**src/rtl/core/mcls_pkg.sv**
```systemverilog
// shared types and constants of the match context line selector
`timescale 1ns / 1ps

package mcls_pkg;

  // default sizes handed to the top level parameters
  localparam int BEFORE_DEPTH_DEF = 16;
  localparam int LINE_BITS_DEF    = 32;

  // configuration port
  localparam int CFG_IDX_W    = 1;
  localparam int CFG_DATA_W   = 8;
  localparam int CFG_BEFORE_W = 5;
  localparam int CFG_AFTER_W  = 8;

  localparam logic [CFG_IDX_W-1:0] CFG_BEFORE_LINES = 1'd0;
  localparam logic [CFG_IDX_W-1:0] CFG_AFTER_LINES  = 1'd1;

  // stream widths
  localparam int IN_TDATA_W  = 8;
  localparam int OUT_LINE_W  = 32;
  localparam int TOTAL_W     = 32;
  localparam int OUT_TDATA_W = OUT_LINE_W + TOTAL_W;

  // command queue between front and back, power of two
  localparam int QUEUE_DEPTH = 4;

  // kind of result transaction
  typedef enum logic [1:0] {
    EMIT_SEP    = 2'd0,
    EMIT_BEFORE = 2'd1,
    EMIT_MATCH  = 2'd2,
    EMIT_AFTER  = 2'd3
  } emit_kind_e;

  // work handed from the front to the back
  typedef enum logic [1:0] {
    CMD_PUSH  = 2'd0,
    CMD_AFTER = 2'd1,
    CMD_MATCH = 2'd2
  } cmd_kind_e;

  typedef struct packed {
    logic [TOTAL_W-1:0] total;
    cmd_kind_e          kind;
  } cmd_ctl_t;

endpackage

```
**src/rtl/core/mcls_front.sv**
```systemverilog
// front end: takes line events, counts lines and matches, classifies into commands
`timescale 1ns / 1ps

module mcls_front #(
  parameter int LINE_BITS = 32
) (
  input  logic                               clk_i,
  input  logic                               rst_ni,
  input  logic [mcls_pkg::CFG_BEFORE_W-1:0]  before_lines_i,
  input  logic [mcls_pkg::CFG_AFTER_W-1:0]   after_lines_i,
  input  logic                               in_valid_i,
  output logic                               in_ready_o,
  input  logic                               line_matched_i,
  input  logic                               line_filtered_i,
  output logic                               q_push_o,
  output logic [LINE_BITS-1:0]               q_line_o,
  output mcls_pkg::cmd_ctl_t                 q_ctl_o,
  input  logic                               q_full_i
);
  import mcls_pkg::*;

  logic [LINE_BITS-1:0]   line_q, line_d;
  logic [TOTAL_W-1:0]     match_q, match_d;
  logic [CFG_AFTER_W-1:0] after_rem_q, after_rem_d;
  logic                   accept;

  assign in_ready_o = ~q_full_i;
  assign accept     = in_valid_i & ~q_full_i;

  // counters and classification of one line
  always_comb begin
    line_d        = line_q;
    match_d       = match_q;
    after_rem_d   = after_rem_q;
    q_push_o      = 1'b0;
    q_ctl_o.kind  = CMD_PUSH;
    q_ctl_o.total = match_q;
    if (accept) begin
      if (!(&line_q)) begin
        line_d = line_q + 1'b1;
      end
      if (!line_filtered_i) begin
        if (line_matched_i) begin
          if (!(&match_q)) begin
            match_d = match_q + 1'b1;
          end
          after_rem_d   = after_lines_i;
          q_push_o      = 1'b1;
          q_ctl_o.kind  = CMD_MATCH;
          q_ctl_o.total = match_d;
        end else if (after_rem_q != '0) begin
          after_rem_d  = after_rem_q - 1'b1;
          q_push_o     = 1'b1;
          q_ctl_o.kind = CMD_AFTER;
        end else if (before_lines_i != '0) begin
          q_push_o     = 1'b1;
          q_ctl_o.kind = CMD_PUSH;
        end
      end
    end
  end

  assign q_line_o = line_d;

  always_ff @(posedge clk_i or negedge rst_ni) begin
    if (!rst_ni) begin
      line_q      <= '0;
      match_q     <= '0;
      after_rem_q <= '0;
    end else begin
      line_q      <= line_d;
      match_q     <= match_d;
      after_rem_q <= after_rem_d;
    end
  end

endmodule

```
**src/rtl/core/mcls_cmd_fifo.sv**
```systemverilog
// small command queue between the front and back ends
`timescale 1ns / 1ps

module mcls_cmd_fifo #(
  parameter int WIDTH = 8
) (
  input  logic             clk_i,
  input  logic             rst_ni,
  input  logic             push_i,
  input  logic [WIDTH-1:0] wdata_i,
  output logic             full_o,
  output logic             valid_o,
  output logic [WIDTH-1:0] rdata_o,
  input  logic             pop_i
);
  import mcls_pkg::*;

  localparam int PW = $clog2(QUEUE_DEPTH);

  logic [WIDTH-1:0] entry_q [QUEUE_DEPTH];
  logic [PW-1:0]    wr_ptr_q, rd_ptr_q;
  logic [PW:0]      count_q;
  logic             do_push, do_pop;

  assign full_o  = (count_q == (PW+1)'(QUEUE_DEPTH));
  assign valid_o = (count_q != '0);
  assign rdata_o = entry_q[rd_ptr_q];
  assign do_push = push_i & ~full_o;
  assign do_pop  = pop_i & valid_o;

  // pointers and occupancy
  always_ff @(posedge clk_i or negedge rst_ni) begin
    if (!rst_ni) begin
      wr_ptr_q <= '0;
      rd_ptr_q <= '0;
      count_q  <= '0;
    end else begin
      if (do_push) begin
        wr_ptr_q <= wr_ptr_q + 1'b1;
      end
      if (do_pop) begin
        rd_ptr_q <= rd_ptr_q + 1'b1;
      end
      if (do_push && !do_pop) begin
        count_q <= count_q + 1'b1;
      end else if (!do_push && do_pop) begin
        count_q <= count_q - 1'b1;
      end
    end
  end

  // storage
  always_ff @(posedge clk_i) begin
    if (do_push) begin
      entry_q[wr_ptr_q] <= wdata_i;
    end
  end

endmodule

```
**src/rtl/core/mcls_back.sv**
```systemverilog
// back end: owns the before-context ring and produces result transactions
`timescale 1ns / 1ps

module mcls_back #(
  parameter int BEFORE_DEPTH = 16,
  parameter int LINE_BITS    = 32
) (
  input  logic                                clk_i,
  input  logic                                rst_ni,
  input  logic [mcls_pkg::CFG_BEFORE_W-1:0]   before_lines_i,
  input  logic                                q_valid_i,
  input  logic [LINE_BITS-1:0]                q_line_i,
  input  mcls_pkg::cmd_ctl_t                  q_ctl_i,
  output logic                                q_pop_o,
  output logic                                out_valid_o,
  input  logic                                out_ready_i,
  output logic [1:0]                          out_kind_o,
  output logic [mcls_pkg::OUT_LINE_W-1:0]     out_line_o,
  output logic [mcls_pkg::TOTAL_W-1:0]        out_total_o,
  output logic                                out_last_o
);
  import mcls_pkg::*;

  localparam int IW = (BEFORE_DEPTH > 1) ? $clog2(BEFORE_DEPTH) : 1;
  localparam int FW = $clog2(BEFORE_DEPTH + 1);
  localparam int CW = (FW > CFG_BEFORE_W) ? FW : CFG_BEFORE_W;

  typedef enum logic [4:0] {
    S_IDLE  = 5'b00001,
    S_SEP   = 5'b00010,
    S_RD    = 5'b00100,
    S_CMP   = 5'b01000,
    S_MATCH = 5'b10000
  } state_e;

  // index into the ring from a sum below twice the depth
  function automatic logic [IW-1:0] ring_wrap(input logic [FW:0] sum);
    logic [FW:0] r;
    r = (sum >= (FW+1)'(BEFORE_DEPTH)) ? sum - (FW+1)'(BEFORE_DEPTH) : sum;
    return r[IW-1:0];
  endfunction

  state_e               state_q, state_d;
  logic [LINE_BITS-1:0] last_q, last_d;
  logic                 printed_q, printed_d;
  logic [IW-1:0]        head_q, head_d;
  logic [FW-1:0]        fill_q, fill_d;
  logic [FW-1:0]        idx_q, idx_d;
  logic [LINE_BITS-1:0] cur_line_q, cur_line_d;
  logic [TOTAL_W-1:0]   cur_total_q, cur_total_d;

  logic [LINE_BITS-1:0] ring_mem [BEFORE_DEPTH];
  logic [LINE_BITS-1:0] rd_q;
  logic                 ring_we;
  logic [IW-1:0]        ring_wa, ring_ra;

  logic                 slot_free;
  logic                 emit;
  emit_kind_e           emit_kind;
  logic [LINE_BITS-1:0] emit_num;
  logic [TOTAL_W-1:0]   emit_total;
  logic                 emit_last;
  logic [CW-1:0]        depth_w;
  logic [FW-1:0]        depth;
  logic [FW:0]          idx_next;
  logic [LINE_BITS+OUT_LINE_W-1:0] num_ext;

  assign slot_free = ~out_valid_o | out_ready_i;

  // effective ring depth, capped at the storage size
  assign depth_w = (CW'(before_lines_i) > CW'(BEFORE_DEPTH)) ? CW'(BEFORE_DEPTH)
                                                             : CW'(before_lines_i);
  assign depth    = depth_w[FW-1:0];
  assign idx_next = (FW+1)'(idx_q) + 1'b1;

  // sequencer
  always_comb begin
    state_d     = state_q;
    last_d      = last_q;
    printed_d   = printed_q;
    head_d      = head_q;
    fill_d      = fill_q;
    idx_d       = idx_q;
    cur_line_d  = cur_line_q;
    cur_total_d = cur_total_q;
    q_pop_o     = 1'b0;
    ring_we     = 1'b0;
    ring_wa     = head_q;
    ring_ra     = ring_wrap((FW+1)'(head_q) + (FW+1)'(idx_q));
    emit        = 1'b0;
    emit_kind   = EMIT_SEP;
    emit_num    = '0;
    emit_total  = cur_total_q;
    emit_last   = 1'b0;
    case (state_q)
      S_IDLE: begin
        if (q_valid_i) begin
          case (q_ctl_i.kind)
            CMD_PUSH: begin
              q_pop_o = 1'b1;
              ring_we = 1'b1;
              if (fill_q < FW'(BEFORE_DEPTH)) begin
                ring_wa = ring_wrap((FW+1)'(head_q) + (FW+1)'(fill_q));
                if (((FW+1)'(fill_q) + 1'b1) > (FW+1)'(depth)) begin
                  head_d = ring_wrap((FW+1)'(head_q) + 1'b1);
                end else begin
                  fill_d = fill_q + 1'b1;
                end
              end else begin
                ring_wa = head_q;
                head_d  = ring_wrap((FW+1)'(head_q) + 1'b1);
              end
            end
            CMD_AFTER: begin
              if (slot_free) begin
                q_pop_o = 1'b1;
                if (q_line_i > last_q) begin
                  emit       = 1'b1;
                  emit_kind  = EMIT_AFTER;
                  emit_num   = q_line_i;
                  emit_total = q_ctl_i.total;
                  emit_last  = 1'b1;
                  last_d     = q_line_i;
                end
              end
            end
            CMD_MATCH: begin
              q_pop_o     = 1'b1;
              cur_line_d  = q_line_i;
              cur_total_d = q_ctl_i.total;
              idx_d       = '0;
              state_d     = S_SEP;
            end
            default: begin
              q_pop_o = 1'b1;
            end
          endcase
        end
      end
      S_SEP: begin
        if (printed_q && cur_line_q > last_q &&
            (cur_line_q - last_q) > LINE_BITS'(1)) begin
          if (slot_free) begin
            emit      = 1'b1;
            emit_kind = EMIT_SEP;
            state_d   = (fill_q != '0) ? S_RD : S_MATCH;
          end
        end else begin
          state_d = (fill_q != '0) ? S_RD : S_MATCH;
        end
      end
      S_RD: begin
        state_d = S_CMP;
      end
      S_CMP: begin
        if (rd_q > last_q) begin
          if (slot_free) begin
            emit      = 1'b1;
            emit_kind = EMIT_BEFORE;
            emit_num  = rd_q;
            last_d    = rd_q;
            idx_d     = idx_next[FW-1:0];
            state_d   = (idx_next < (FW+1)'(fill_q)) ? S_RD : S_MATCH;
          end
        end else begin
          idx_d   = idx_next[FW-1:0];
          state_d = (idx_next < (FW+1)'(fill_q)) ? S_RD : S_MATCH;
        end
      end
      S_MATCH: begin
        if (slot_free) begin
          emit      = 1'b1;
          emit_kind = EMIT_MATCH;
          emit_num  = cur_line_q;
          emit_last = 1'b1;
          last_d    = cur_line_q;
          printed_d = 1'b1;
          head_d    = '0;
          fill_d    = '0;
          state_d   = S_IDLE;
        end
      end
      default: begin
        state_d = S_IDLE;
      end
    endcase
  end

  always_ff @(posedge clk_i or negedge rst_ni) begin
    if (!rst_ni) begin
      state_q   <= S_IDLE;
      last_q    <= '0;
      printed_q <= 1'b0;
      head_q    <= '0;
      fill_q    <= '0;
      idx_q     <= '0;
    end else begin
      state_q   <= state_d;
      last_q    <= last_d;
      printed_q <= printed_d;
      head_q    <= head_d;
      fill_q    <= fill_d;
      idx_q     <= idx_d;
    end
  end

  always_ff @(posedge clk_i) begin
    cur_line_q  <= cur_line_d;
    cur_total_q <= cur_total_d;
  end

  // before-context ring, one write and one registered read port
  always_ff @(posedge clk_i) begin
    if (ring_we) begin
      ring_mem[ring_wa] <= q_line_i;
    end
    rd_q <= ring_mem[ring_ra];
  end

  // output register
  assign num_ext = {{OUT_LINE_W{1'b0}}, emit_num};

  always_ff @(posedge clk_i or negedge rst_ni) begin
    if (!rst_ni) begin
      out_valid_o <= 1'b0;
    end else if (emit) begin
      out_valid_o <= 1'b1;
    end else if (out_ready_i) begin
      out_valid_o <= 1'b0;
    end
  end

  always_ff @(posedge clk_i) begin
    if (emit) begin
      out_kind_o  <= emit_kind;
      out_line_o  <= num_ext[OUT_LINE_W-1:0];
      out_total_o <= emit_total;
      out_last_o  <= emit_last;
    end
  end

endmodule

```
**src/rtl/core/match_context_line_selector_top.sv**
```systemverilog
// top level of the match context line selector
`timescale 1ns / 1ps

// Takes one event per text line on the slave stream and returns the numbers of
// the lines to print on the master stream, grep style: a separator before a
// match that is more than one line past the last printed one, the buffered
// before-context lines, the match, then up to after_lines following lines.
// The front end takes one line event per cycle while its four-entry command
// queue has room. The back end stores a before-context line or prints an
// after-context line straight from its idle state; on a match it takes the
// command, passes the separator step, then for each buffered line does a
// registered ring read and then a compare and output, and last outputs the
// match. Results wait in a single output register; while the downstream side
// stalls, the back end still buffers lines and steps through states that emit
// nothing, but waits to emit a result. The ring of BEFORE_DEPTH entries needs
// no clearing after reset; only filled entries are read.
module match_context_line_selector_top #(
  parameter int BEFORE_DEPTH = mcls_pkg::BEFORE_DEPTH_DEF,
  parameter int LINE_BITS    = mcls_pkg::LINE_BITS_DEF
) (
  input  logic                               clk_i,
  input  logic                               rst_ni,
  input  logic                               cfg_we_i,
  input  logic [mcls_pkg::CFG_IDX_W-1:0]     cfg_idx_i,
  input  logic [mcls_pkg::CFG_DATA_W-1:0]    cfg_wdata_i,
  input  logic                               s_axis_tvalid,
  output logic                               s_axis_tready,
  // [0] line_matched, rest zero
  input  logic [mcls_pkg::IN_TDATA_W-1:0]    s_axis_tdata,
  // [0] line_filtered
  input  logic                               s_axis_tuser,
  output logic                               m_axis_tvalid,
  input  logic                               m_axis_tready,
  // [31:0] line_number, [63:32] match_total
  output logic [mcls_pkg::OUT_TDATA_W-1:0]   m_axis_tdata,
  // [1:0] emit_kind
  output logic [1:0]                         m_axis_tuser,
  // last_of_run
  output logic                               m_axis_tlast
);
  import mcls_pkg::*;

  localparam int QW = LINE_BITS + $bits(cmd_ctl_t);

  logic [CFG_BEFORE_W-1:0] before_lines_q;
  logic [CFG_AFTER_W-1:0]  after_lines_q;

  logic                 f_push, f_full;
  logic [LINE_BITS-1:0] f_line;
  cmd_ctl_t             f_ctl;
  logic                 b_valid, b_pop;
  logic [QW-1:0]        b_rdata;
  logic [OUT_LINE_W-1:0] out_line;
  logic [TOTAL_W-1:0]   out_total;

  // configuration registers
  always_ff @(posedge clk_i or negedge rst_ni) begin
    if (!rst_ni) begin
      before_lines_q <= '0;
      after_lines_q  <= '0;
    end else if (cfg_we_i) begin
      case (cfg_idx_i)
        CFG_BEFORE_LINES: before_lines_q <= cfg_wdata_i[CFG_BEFORE_W-1:0];
        CFG_AFTER_LINES:  after_lines_q  <= cfg_wdata_i[CFG_AFTER_W-1:0];
        default: ;
      endcase
    end
  end

  mcls_front #(
    .LINE_BITS (LINE_BITS)
  ) u_front (
    .clk_i           (clk_i),
    .rst_ni          (rst_ni),
    .before_lines_i  (before_lines_q),
    .after_lines_i   (after_lines_q),
    .in_valid_i      (s_axis_tvalid),
    .in_ready_o      (s_axis_tready),
    .line_matched_i  (s_axis_tdata[0]),
    .line_filtered_i (s_axis_tuser),
    .q_push_o        (f_push),
    .q_line_o        (f_line),
    .q_ctl_o         (f_ctl),
    .q_full_i        (f_full)
  );

  mcls_cmd_fifo #(
    .WIDTH (QW)
  ) u_fifo (
    .clk_i   (clk_i),
    .rst_ni  (rst_ni),
    .push_i  (f_push),
    .wdata_i ({f_line, f_ctl}),
    .full_o  (f_full),
    .valid_o (b_valid),
    .rdata_o (b_rdata),
    .pop_i   (b_pop)
  );

  mcls_back #(
    .BEFORE_DEPTH (BEFORE_DEPTH),
    .LINE_BITS    (LINE_BITS)
  ) u_back (
    .clk_i          (clk_i),
    .rst_ni         (rst_ni),
    .before_lines_i (before_lines_q),
    .q_valid_i      (b_valid),
    .q_line_i       (b_rdata[QW-1 -: LINE_BITS]),
    .q_ctl_i        (cmd_ctl_t'(b_rdata[$bits(cmd_ctl_t)-1:0])),
    .q_pop_o        (b_pop),
    .out_valid_o    (m_axis_tvalid),
    .out_ready_i    (m_axis_tready),
    .out_kind_o     (m_axis_tuser),
    .out_line_o     (out_line),
    .out_total_o    (out_total),
    .out_last_o     (m_axis_tlast)
  );

  assign m_axis_tdata = {out_total, out_line};

endmodule

```
**config.mk**
```make
export PLATFORM = sky130hd
export DESIGN_NAME = match_context_line_selector_top
export DESIGN_NICKNAME = d
export VERILOG_FILES = /design/src/rtl/core/mcls_pkg.sv /design/src/rtl/core/mcls_front.sv /design/src/rtl/core/mcls_cmd_fifo.sv /design/src/rtl/core/mcls_back.sv /design/src/rtl/core/match_context_line_selector_top.sv
export SDC_FILE = /design/constraint.sdc
export NUM_CORES = 1
export LEC_CHECK = 0
export ABC_AREA = 0
export BUFFER_PORTS_ARGS = -buffer_cell sky130_fd_sc_hd__buf_2
export CAP_MARGIN = 20
export CORE_MARGIN = 2
export CORE_UTILIZATION = 35
export CTS_CLUSTER_SIZE = 24
export DETAILED_ROUTE_END_ITERATION = 7
export PLACE_DENSITY_LB_ADDON = 0.05
export SLEW_MARGIN = 30
export SYNTH_ARGS = -nofsm -noshare
export SYNTH_HDL_FRONTEND = slang
export SYNTH_SLANG_ARGS = --single-unit
export TNS_END_PERCENT = 30
```
**constraint.sdc**
```tcl
create_clock -name clk_i -period 7.3 [get_ports clk_i]
set_input_delay 0.365 -clock clk_i [delete_from_list [all_inputs] [get_ports clk_i]]
set_output_delay 0.365 -clock clk_i [all_outputs]
set_load 0.05 [all_outputs]
```
* After elaboration in Yosys (flattened, before gate mapping)
Memory sizes are Yosys's and may differ from the RTL's. A register that Yosys moved wholly into a read port is not among the register bits. Index checks and enable logic that the tools add are counted.
Storage, ports and cells: register bits after elaboration 276, latch bits 0, RAM bits 776, bits in read-only memories 0, output and inout port bits 69, logic and storage cells 213, memories kept 2
Cells by class: add/sub/neg operators 17, $mul 0, divide/modulo/power cells 0, $lt $le $gt $ge 11, equality and inequality tests 22, shift-type cells 0, multiplexer cells 102, bitwise gates (word level) 8, reduce and logical (&&, ||, !) cells 30
Memories:
- u_back.ring_mem | words 16, width 32, read ports 1, clocked after Yosys merged registers in 1, write ports 1, RTL line mcls_back.sv:52 | logic [LINE_BITS-1:0] ring_mem [BEFORE_DEPTH];
- u_fifo.entry_q | words 4, width 66, read ports 1, clocked after Yosys merged registers in 0, write ports 1, RTL line mcls_cmd_fifo.sv:20 | logic [WIDTH-1:0] entry_q [QUEUE_DEPTH];
Operators by type and width (count):
- 2-to-1 mux 32 bit | 23
- case mux 32 bit (3 select lines) | 2
- greater-than comparator 32 bit | 3
- 2-to-1 mux 5 bit | 19
- 2-to-1 mux 34 bit | 2
- adder 32 x 1 -> 32 bit (second input constant) | 2
- AND reduction 32 bit | 2
- 2-to-1 mux 4 bit | 12
- greater-than comparator 32 x 1 -> 1 bit (second input constant) | 1
- subtractor 32 bit | 1
- 2-to-1 mux 1 bit | 26
- case mux 5 bit (5 select lines) | 1
- case mux 5 bit (2 select lines) | 2
- 2-to-1 mux 8 bit | 2
- 2-to-1 mux 2 bit | 7
- adder 4 x 5 -> 6 bit | 2
- adder 5 x 1 -> 6 bit (second input constant) | 2
- >= comparator 6 x 5 -> 1 bit (second input constant) | 2
- inequality test 2 x 1 -> 1 bit (second input constant) | 6
- subtractor 4 x 1 -> 4 bit (second input constant) | 3
- inequality test 2 bit (second input constant) | 5
- AND reduction 5 bit | 2
- nonzero test 2 bit | 5
- nonzero test 5 bit | 2
- other kinds (39) | 56

* Longest topological paths before layout
Gate-level depths: netlist (run 1).
word-level depth 11, mapped depth 15

* Hierarchy
From an unflattened synthesis (run 1), not the netlist that was laid out.
Second synthesis, totals: cells, all modules 2788, area, all modules 46429.5 µm²
By module, submodules not included:
- mcls_back | instances 1, cells each 2007, area an instance 32024.5 µm², seq. area each 21276.7 µm²
- mcls_cmd_fifo | instances 1, cells each 380, area an instance 9958.3 µm², seq. area each 8102.8 µm²
- mcls_front | instances 1, cells each 373, area an instance 3950.0 µm², seq. area each 1801.7 µm²
- match_context_line_selector_top | instances 1, cells each 28, area an instance 496.7 µm², seq. area each 325.3 µm²

* Worst setup path before layout (run 1)
Ideal clock, no wire load.
path kind flip-flop to flip-flop, from register u_back.cur_line_q[9], to register u_back.out_kind_o[0] (enable), library setup time 0.591 ns, arrival 7.388 ns, required time 6.709 ns, slack -0.679 ns, cell stages (with the launch flop) 12, period minus slack after synthesis 7.979 ns, cell sequence edfxtp_1 > ha_1 > buf_6 > and2_0 > nor2b_1 > o211a_1 > a2111oi_0 > nor2_1 > o32a_1 > o2111ai_1 > nor2_1 > o31ai_1
On the way: cells in the longest elaborated chain, start to end 5, elaborated cells on any way between the ends 7, classes of those cells add/sub: 1; order compare: 2; mux: 2; reduce/logical: 2
Ends and longest elaborated chain:
- start: declaration | RTL line mcls_back.sv:49 | logic [LINE_BITS-1:0] cur_line_q, cur_line_d;
- start signal: assignment | RTL line mcls_back.sv:208 | cur_line_q <= cur_line_d;
- subtractor 32 bit or greater-than comparator 32 bit (tied branches) | RTL line mcls_back.sv:142, mcls_back.sv:141
- greater-than comparator 32 x 1 -> 1 bit or logical AND 1 bit (tied branches) | RTL line mcls_back.sv:142, mcls_back.sv:141
- logical AND 1 bit (*) | RTL line mcls_back.sv:141 | if (printed_q && cur_line_q > last_q &&
- 2-to-1 mux 1 bit (*) | RTL line mcls_back.sv:141
- case mux 1 bit (4 select lines) (*) | RTL line mcls_back.sv:95 | case (state_q)
- net u_back.emit | RTL line mcls_back.sv:58 | logic emit;
- end signal: assignment | RTL line mcls_back.sv:235 | out_kind_o <= emit_kind;
- end: declaration | RTL line mcls_back.sv:17 | output logic [1:0] out_kind_o,
Mark *: on every way through the listed nets, which the timed path passes. The rest lies on a longest branch. A chain may end at the register's enable or synchronous reset.

* Worst setup path after layout (run 1)
from register u_fifo.rd_ptr_q[0], to register u_back.out_total_o[3] in the netlist's numbering (enable)
On the way: cells in the longest elaborated chain, start to end 7, elaborated cells on any way between the ends 8, classes of those cells order compare: 1; eq/ne: 1; mux: 5; memory: 1
Ends and longest elaborated chain:
- start: declaration | RTL line mcls_cmd_fifo.sv:21 | logic [PW-1:0] wr_ptr_q, rd_ptr_q;
- start signal: assignment | RTL line mcls_cmd_fifo.sv:42 | rd_ptr_q <= rd_ptr_q + 1'b1;
- memory read (4 x 66 bit)
- net b_rdata[61] | RTL line match_context_line_selector_top.sv:52 | logic [QW-1:0] b_rdata;
- greater-than comparator 32 bit | RTL line mcls_back.sv:117 | if (q_line_i > last_q) begin
- 2-to-1 mux 1 bit | RTL line mcls_back.sv:117
- 2-to-1 mux 1 bit | RTL line mcls_back.sv:115 | if (slot_free) begin
- 2-to-1 mux 1 bit | RTL line mcls_back.sv:98 | case (q_ctl_i.kind)
- 2-to-1 mux 1 bit | RTL line mcls_back.sv:97 | if (q_valid_i) begin
- case mux 1 bit (4 select lines) | RTL line mcls_back.sv:95
- net u_back.emit | RTL line mcls_back.sv:58
- end signal: assignment | RTL line mcls_back.sv:237 | out_total_o <= emit_total;
- end: declaration | RTL line mcls_back.sv:19 | output logic [mcls_pkg::TOTAL_W-1:0] out_total_o,
The timed path passes the listed nets, and every way through them passes these cells.

==> metrics, run 1 <==
outcome finished, final reports clean; max incr delay on CP 0.83 ns; slack of the critical path between 1.5 and 2 ns; Layout area overhead 15.0%; largest net degree at the start of global routing 69; number of global-route vias before repair 27.4k; Via Count about 26k; io pins 92; dpl hpwl 81.0 mm; ys flop type edfxtp_1; placement-stage cell area 49100 um^2; fmax approximately 180 MHz; GR Overflow Total 0; delay-heaviest family, CP buffers and inverters; met1 Track Usage GR 24.7%; worst vdd ir 0.257 mV; CTS Sinks 1084; final hold vios 0; post-CTS setup buffer count 0; initial DRC count 1967; insertion delay to the later sink of the worst-skew pair 0.74 ns; Gate Count Post-Synth ~2.8k; r2r endpoint u_back.out_total_o[3]$_DFFE_PP_; CP Max Fanout between 40 and 50; EDFF count, synth a little over 900; Worst path depth 13; Seq/Total Area, Yosys 68.4%; post_cts resized 0; die height 367 um; DRC 0; fin crit period about 5.7 ns; clk slew on worst S/H paths about 0.060 ns; routed len/inst ~26 um; CP startpoint u_fifo.rd_ptr_q[0]$_DFFE_PN0P_; slowest stage cell, crit path mux4_2; initial core utilization a little over a third; worst slew pin tran about 0.95 ns; RSZ-0062 raised after global routing no; met3 Usage GRT 2.69%; total global-route track usage ~19%; drt pass-1 iters 7; worst setup path end u_back.out_total_o[3]$_DFFE_PP_; Setup Crit Path Kind flop to flop; synth unique cells 81; Ys Warns 0; Worst R2R Path Depth 13; H-tree depth 3; RR Startpoint u_fifo.rd_ptr_q[0]$_DFFE_PN0P_; crit path buf inv count 3; Fin Clk Skew 0.0525 ns; port bufs 84; flops & latches, synth 1084; die area 135000 um^2; commonest cells after routing, fill and taps aside edfxtp_1 (907), nand2_1 (242), mux4_2 (194), dfrtp_1 (142), ha_1 (122); GR peak layer met2; clk root buf clkbuf_16; Hold Worst Slack 0.103 ns; Reg2Reg Setup Slack 1.60 ns; nets approximately 3.2k; power consumption around 23 mW; Hold/Removal Path Class input pin to asynchronous set/reset pin; WP data required about 7.7 ns; Final Instance Area 53000 um^2; worst-case clock buffer depth 3; Num CTS Buffers ~120; Slew headroom 36.8%; Rows 133; Async S/R FF share, synth between 10% and 20%; max_cap viols 0; first-pass GRT wire length 185 mm; Synthesized Nets 2998; Pleak approximately 18 nW; Power per Cell Area 430 nW/um^2; layout cell share with drive strength beyond 1 20.0%; Crit. End Element flop; Syn Area/Cell 16.2 um^2; GP Congestion 0.868; CTS tree yes; setup TNS 0 ns; commonest non-fill, non-tap cell in the layout edfxtp_1; CP Cell Sequence buf_4 -> mux4_2 -> ha_1 -> and4_1 -> nand3_1 -> nor3_1 -> a21boi_0 -> o21ai_0 -> buf_4 -> nand2_1 -> a21oi_1 -> o31ai_4 -> buf_4; Final Cycle Share 78.1%; Die W approximately 370 um; Core Region ~130000 um^2; grt met2 use 31.4%; final wirelength about 120 mm; Worst Setup Start Kind flop; mapped cell area 46100 um^2; critical path arrival 6.05 ns; final antenna-violating net count 0; pre-CTS worst setup slack 1.52 ns; Crit path top cell by count buf_4; max-slew violations 0; drt via density 5.33; Setup violations, final 0; initial antenna violation count 2
-- stage by stage --
stage / utilization, % / instances
floorplan: - / 2848
global placement: 37.3 / 4625
detailed placement: 37.5 / 4631
CTS: 40.4 / 4866
global route: 40.4 / 4866
finish: 40.4 / 4867
-- layer usage --
layer / vias to the layer above / part of all wire, % / wire, um
met5: - / 0.010 / 13
met4: 2 / 2.5 / 3090
met3: 174 / 4.0 / 5040
met2: 573 / 49 / 61300
met1: 13600 / 44 / 55000
li1: 11600 / - / -
-- cells in the mapped netlist, types with 16 or more instances --
library cell    n  area, um^2
a21o_1         23         173
inv_1          73         274
buf_1          28         105
edfxtp_1      907       27200
nand3_1        49         245
o21ai_0        60         300
xor2_1         33         289
nor2_1        116         435
nor3_1         33         165
dfrtp_1       144        3600
mux4_2        194        4370
and2_1         42         263
nand2_1       242         908
xnor2_1        88         771
nand4_1        47         294
nor4_1         16         100
a21oi_1        90         450
dfxtp_1        32         641
a32oi_1        31         272
a211oi_1       41         308
ha_1          123        1540
a222oi_1       28         280
a31oi_1        39         244
clkbuf_1       82         308
nand2b_1       16         100
mux2_2         45         507
o211ai_1       20         150
-- state kept, by name, summed over array words and instances, names as in the netlist, 8 cells and up --
signal / cells
u_back.ring_mem: 512
u_fifo.entry_q: 264
u_back.cur_line_q: 32
u_back.cur_total_q: 32
u_back.last_q: 32
u_back.out_line_o: 32
u_back.out_total_o: 32
u_back.rd_q: 32
u_front.line_q: 32
u_front.match_q: 32
after_lines_q: 8
u_front.after_rem_q: 8
-- where the power goes --
group,leakage (nW),switching (mW),internal (mW)
Sequential,10.1,0.616,8.55
Clock,1.82,2.47,3.33
Combinational,6.34,5.00,2.84
Total,18.3,8.08,14.7
-- worst register-to-register path: stages, from the launching register on --
cell and delay [ns]:
dfrtp_4 0.79, buf_4 0.64, mux4_2 0.86, ha_1 0.42
and4_1 0.24, nand3_1 0.15, nor3_1 0.30, a21boi_0 0.39
o21ai_0 0.26, buf_4 0.23, nand2_1 0.09, a21oi_1 0.10
o31ai_4 0.12, buf_4 0.63
-- final cells by class --
class | count | area [um^2]
fillers | 12100 | 78100
flip-flops and latches | 1084 | 31500
multi-input cells | 1562 | 14000
clock buffers | 177 | 3300
well taps | 1755 | 2200
repair buffers | 168 | 1270
clock inverters | 47 | 465
inverters | 73 | 275
diodes | 1 | 2.50
-- kinds of logic after synthesis --
logic type / count (synthesis) / share of synthesized area (%)
AO/OA/AOI/OAI: 428 / 6.50
XOR/XNOR: 121 / 2.30
adder cells (fa/ha/maj): 127 / 3.51
buffers and inverters: 202 / 1.84
flip-flops: 1084 / 68.4
multiplexers: 250 / 10.8
AND/OR/NAND/NOR: 636 / 6.64
-- repair_timing --
item | 4_1_cts | 5_1_grt
endpoints found under the hold margin | 50 | 0
hold buffers | 11 | 0
endpoints found under the setup margin | 0 | 0
-- how the worst min path moves through the flow --
stage	endpoint	slack (ns)	cells past startpoint
after floorplan	after_lines_q[0]$_DFFE_PN0P_	0.07	0
after global placement	u_back.idx_q[1]$_DFFE_PN0P_	0.29	1
after detailed placement	u_back.idx_q[1]$_DFFE_PN0P_	0.30	1
after CTS	u_front.after_rem_q[2]$_DFFE_PN0P_	0.03	3
after global routing	u_back.idx_q[1]$_DFFE_PN0P_	0.10	2
final	u_back.idx_q[1]$_DFFE_PN0P_	0.10	2
Power figures use the tool's default switching activity.
==> inputs of run 2 (changes only) <==
- ABC_AREA: 0 -> 1
- clock period: 7.3 -> 5.79 ns (I/O delays scaled with it)
==> run 2 against run 1 <==
Against the previous run:
- setup slack got worse by 0.57 ns
- clock-buffer cell count decreased by 1
- sequential power increased by 26%
- non-clock buffer count increased by 42
- fmax increased by 20%
- die area increased by 4.0%
- cell count increased by 28%
- largest cell class unchanged
- sequential share of layout area decreased by 2.8 points
==> metrics, run 2 <==
CP Max Fanout 80 (was 42); Reg power frac 32.4% (was 40.2%); P_sw 15.6 mW (was 8.09 mW); die area 140000 um^2 (was 135000 um^2); worst vdd ir 0.384 mV (was 0.257 mV); Synthesized Nets 4316 (was 2998); dpl hpwl 86.9 mm (was 81.0 mm); initial core utilization 35.3% (was 35.1%); fin crit period 4.76 ns (was 5.70 ns); Die W 374 um (was 367 um); Via Count 30.8k (was 25.9k); top cell type by total area after synthesis edfxtp_1 (unchanged); WP data required 6.19 ns (was 7.65 ns); Async S/R FF share, synth 13.4% (unchanged); power share of the clock group 22.2% (was 25.4%); Hold/Removal Path Class input pin to asynchronous set/reset pin (unchanged); max_cap viols 0 (unchanged); setup TNS 0 ns (unchanged); insertion delay to the later sink of the worst-skew pair 0.76 ns (was 0.74 ns); Ys Warns 0 (unchanged); Crit. End Element flop (unchanged); mapped cell area 47900 um^2 (was 46100 um^2); GP Congestion 0.848 (was 0.868); Final Instance Area 55500 um^2 (was 53000 um^2); clk root buf clkbuf_16 (unchanged); final wirelength 136 mm (was 124 mm); CTS Sinks 1084 (unchanged); Rows 135 (was 133); largest net degree at the start of global routing 83 (was 69); GR Overflow Total 0 (unchanged); commonest non-fill, non-tap cell in the layout edfxtp_1 (unchanged); commonest cells after routing, fill and taps aside edfxtp_1 (907), nand2_1 (763), inv_1 (469), o21ai_0 (352), a21oi_1 (296) (was edfxtp_1 (907), nand2_1 (242), mux4_2 (194), dfrtp_1 (142), ha_1 (122)); flops & latches, synth 1084 (unchanged); Syn Area/Cell 11.5 um^2 (was 16.2 um^2); largest registers u_back.ring_mem (512), u_fifo.entry_q (264) (unchanged); max reg flops 512 (unchanged); pre-CTS worst setup slack 0.985 ns (was 1.52 ns); drt pass-1 iters 7 (unchanged); dpl cells 5974 (was 4631); Synth top cells by count edfxtp_1 (907), nand2_1 (764), inv_1 (471) (was edfxtp_1 (907), nand2_1 (242), mux4_2 (194)); Num CTS Buffers 130 (was 118); Core Region 136000 um^2 (was 131000 um^2); synth unique cells 56 (was 81); Hold Worst Slack 0.0402 ns (was 0.103 ns); drt via density 4.95 (was 5.33); number of global-route vias before repair 30.7k (was 27.4k); final cell count without fillers 6221 (was 4867); Layout area overhead 15.9% (was 15.0%); Gate Count Post-Synth 4166 (was 2848); cell with the most instances after synthesis edfxtp_1 (unchanged); synth top area cells edfxtp_1 (57%), dfrtp_1 (7.5%), nand2_1 (6.0%) (was edfxtp_1 (59%), mux4_2 (9.5%), dfrtp_1 (7.8%)); final hold vios 0 (unchanged); critical path arrival 5.16 ns (was 6.05 ns); Final Cycle Share 82.2% (was 78.1%); post_cts resized 0 (unchanged); outcome finished, final reports clean (unchanged); Seq/Total Area, Yosys 65.7% (was 68.4%); Fin Clk Skew 0.0341 ns (was 0.0525 ns); layout cell share with drive strength beyond 1 10.5% (was 20.0%); power consumption 35.9 mW (was 22.8 mW); total global-route track usage 19.5% (was 18.5%); Slew headroom 38.0% (was 36.8%); Reg2Reg Setup Slack 1.03 ns (was 1.60 ns); Power per Cell Area 646 nW/um^2 (was 430 nW/um^2); ys flop type edfxtp_1 (unchanged); r2r endpoint u_back.out_line_o[10]$_DFFE_PP_ (was u_back.out_total_o[3]$_DFFE_PP_); n_diodes 0 (was 1); port bufs 84 (unchanged); Sw Share 43.5% (was 35.4%); RSZ-0062 raised after global routing no (unchanged); placement-stage cell area 51300 um^2 (was 49100 um^2); clk slew on worst S/H paths 0.06 ns (about the same); nets 4491 (was 3157); routed len/inst 21.8 um (was 25.6 um); fmax 210 MHz (was 175 MHz); final antenna-violating net count 0 (unchanged); Pleak 21.7 nW (was 18.3 nW); worst-case clock buffer depth 3 (unchanged); fin util 41.0% (was 40.4%); die height 374 um (was 367 um); CP startpoint u_fifo.rd_ptr_q[0]$_DFFE_PN0P_ (unchanged); initial antenna violation count 2 (unchanged); Synth top area share 56.8% (was 59.1%); H-tree depth 4 (was 3); EDFF count, synth 907 (unchanged); Worst Setup Start Kind flop (unchanged); RR Startpoint u_fifo.rd_ptr_q[0]$_DFFE_PN0P_ (unchanged); Biggest register u_back.ring_mem (unchanged); first-pass GRT wire length 203 mm (was 185 mm); DRC 0 (unchanged); Setup violations, final 0 (unchanged); worst slew pin tran 0.923 ns (was 0.947 ns); slack of the critical path 1.03 ns (was 1.60 ns); Gate power share 45.4% (was 34.4%); Setup Crit Path Kind flop to flop (unchanged); Internal Pwr Total 20.3 mW (was 14.7 mW); Worst R2R Path Depth 15 (was 13); max-slew violations 0 (unchanged); initial DRC count 2203 (was 1967); io pins 92 (unchanged); CTS tree yes (unchanged)
## run 2: final cells by class
| class | count | area [um^2] |
|---|---|---|
| Clock buffer | 176 | 3560 |
| Fill cell | 13000 | 80100 |
| Sequential cell | 1084 | 31500 |
| Clock inverter | 55 | 562 |
| Inverter | 483 | 1830 |
| Multi-Input combinational cell | 2432 | 14200 |
| Tap cell | 1781 | 2230 |
| Timing Repair Buffer | 210 | 1680 |
## run 2: how the worst max path moves through the flow
stage / end / slack (ns) / depth (start not counted)
after floorplan: u_back.out_kind_o[0]$_DFFE_PP_ / 0.07 / 16
after global placement: u_back.out_line_o[13]$_DFFE_PP_ / 1.00 / 15
after detailed placement: u_back.out_line_o[13]$_DFFE_PP_ / 0.98 / 15
after CTS: u_back.out_line_o[10]$_DFFE_PP_ / 0.96 / 15
after global routing: u_back.out_line_o[15]$_DFFE_PP_ / 0.61 / 15
final: u_back.out_line_o[10]$_DFFE_PP_ / 1.03 / 15
## run 2: critical path, stage by stage, from the launching register on
cell     delay, ns
dfrtp_4       0.83
buf_4         0.83
nand2_1       0.14
a32oi_1       0.39
buf_4         0.34
ha_1          0.21
nand2_1       0.08
nor4_1        0.31
nand2_1       0.18
a21o_1        0.18
nand2_1       0.10
nand2_1       0.06
nand2_1       0.10
nand3_4       0.12
o21ai_4       0.11
buf_12        0.30
## run 2: routing by layer
layer | vias to the layer above | global-route usage [%] | wire [um]
li1 | 15000 | - | -
met1 | 15100 | 26.2 | 62300
met5 | - | 0 | 0
met2 | 527 | 32.9 | 65700
met3 | 161 | 2.88 | 4850
met4 | 0 | 5.21 | 2820
## run 2: what timing repair did
item / CTS / global route
buffers inserted: 0 / 0
hold buffers: 16 / 0
endpoints found under the hold margin: 59 / 0
## run 2: cell families (layout without fill, tap and decap cells)
logic type	count (synthesis)	count (layout)	synth area share (%)
and+or+nand+nor	1200	1200	10.7
DFF	1084	1084	65.7
AOI/OAI and AO/OA	874	874	10.4
buffers and inverters	650	924	5.19
muxes	130	130	2.72
adders and majority gates	127	127	3.38
xor gates and xnor gates	101	101	1.85
## run 2: power by group through the flow
stage          combinational [mW]  clock [mW]  sequential, mW
5_1_grt                      18.2        8.48            11.8
2_1_floorplan                9.39           0            12.5
3_5_place_dp                 16.6           0            11.8
4_1_cts                      16.6        8.19            11.7
6_report                     16.3        7.97            11.6
3_3_place_gp                 16.6           0            11.8
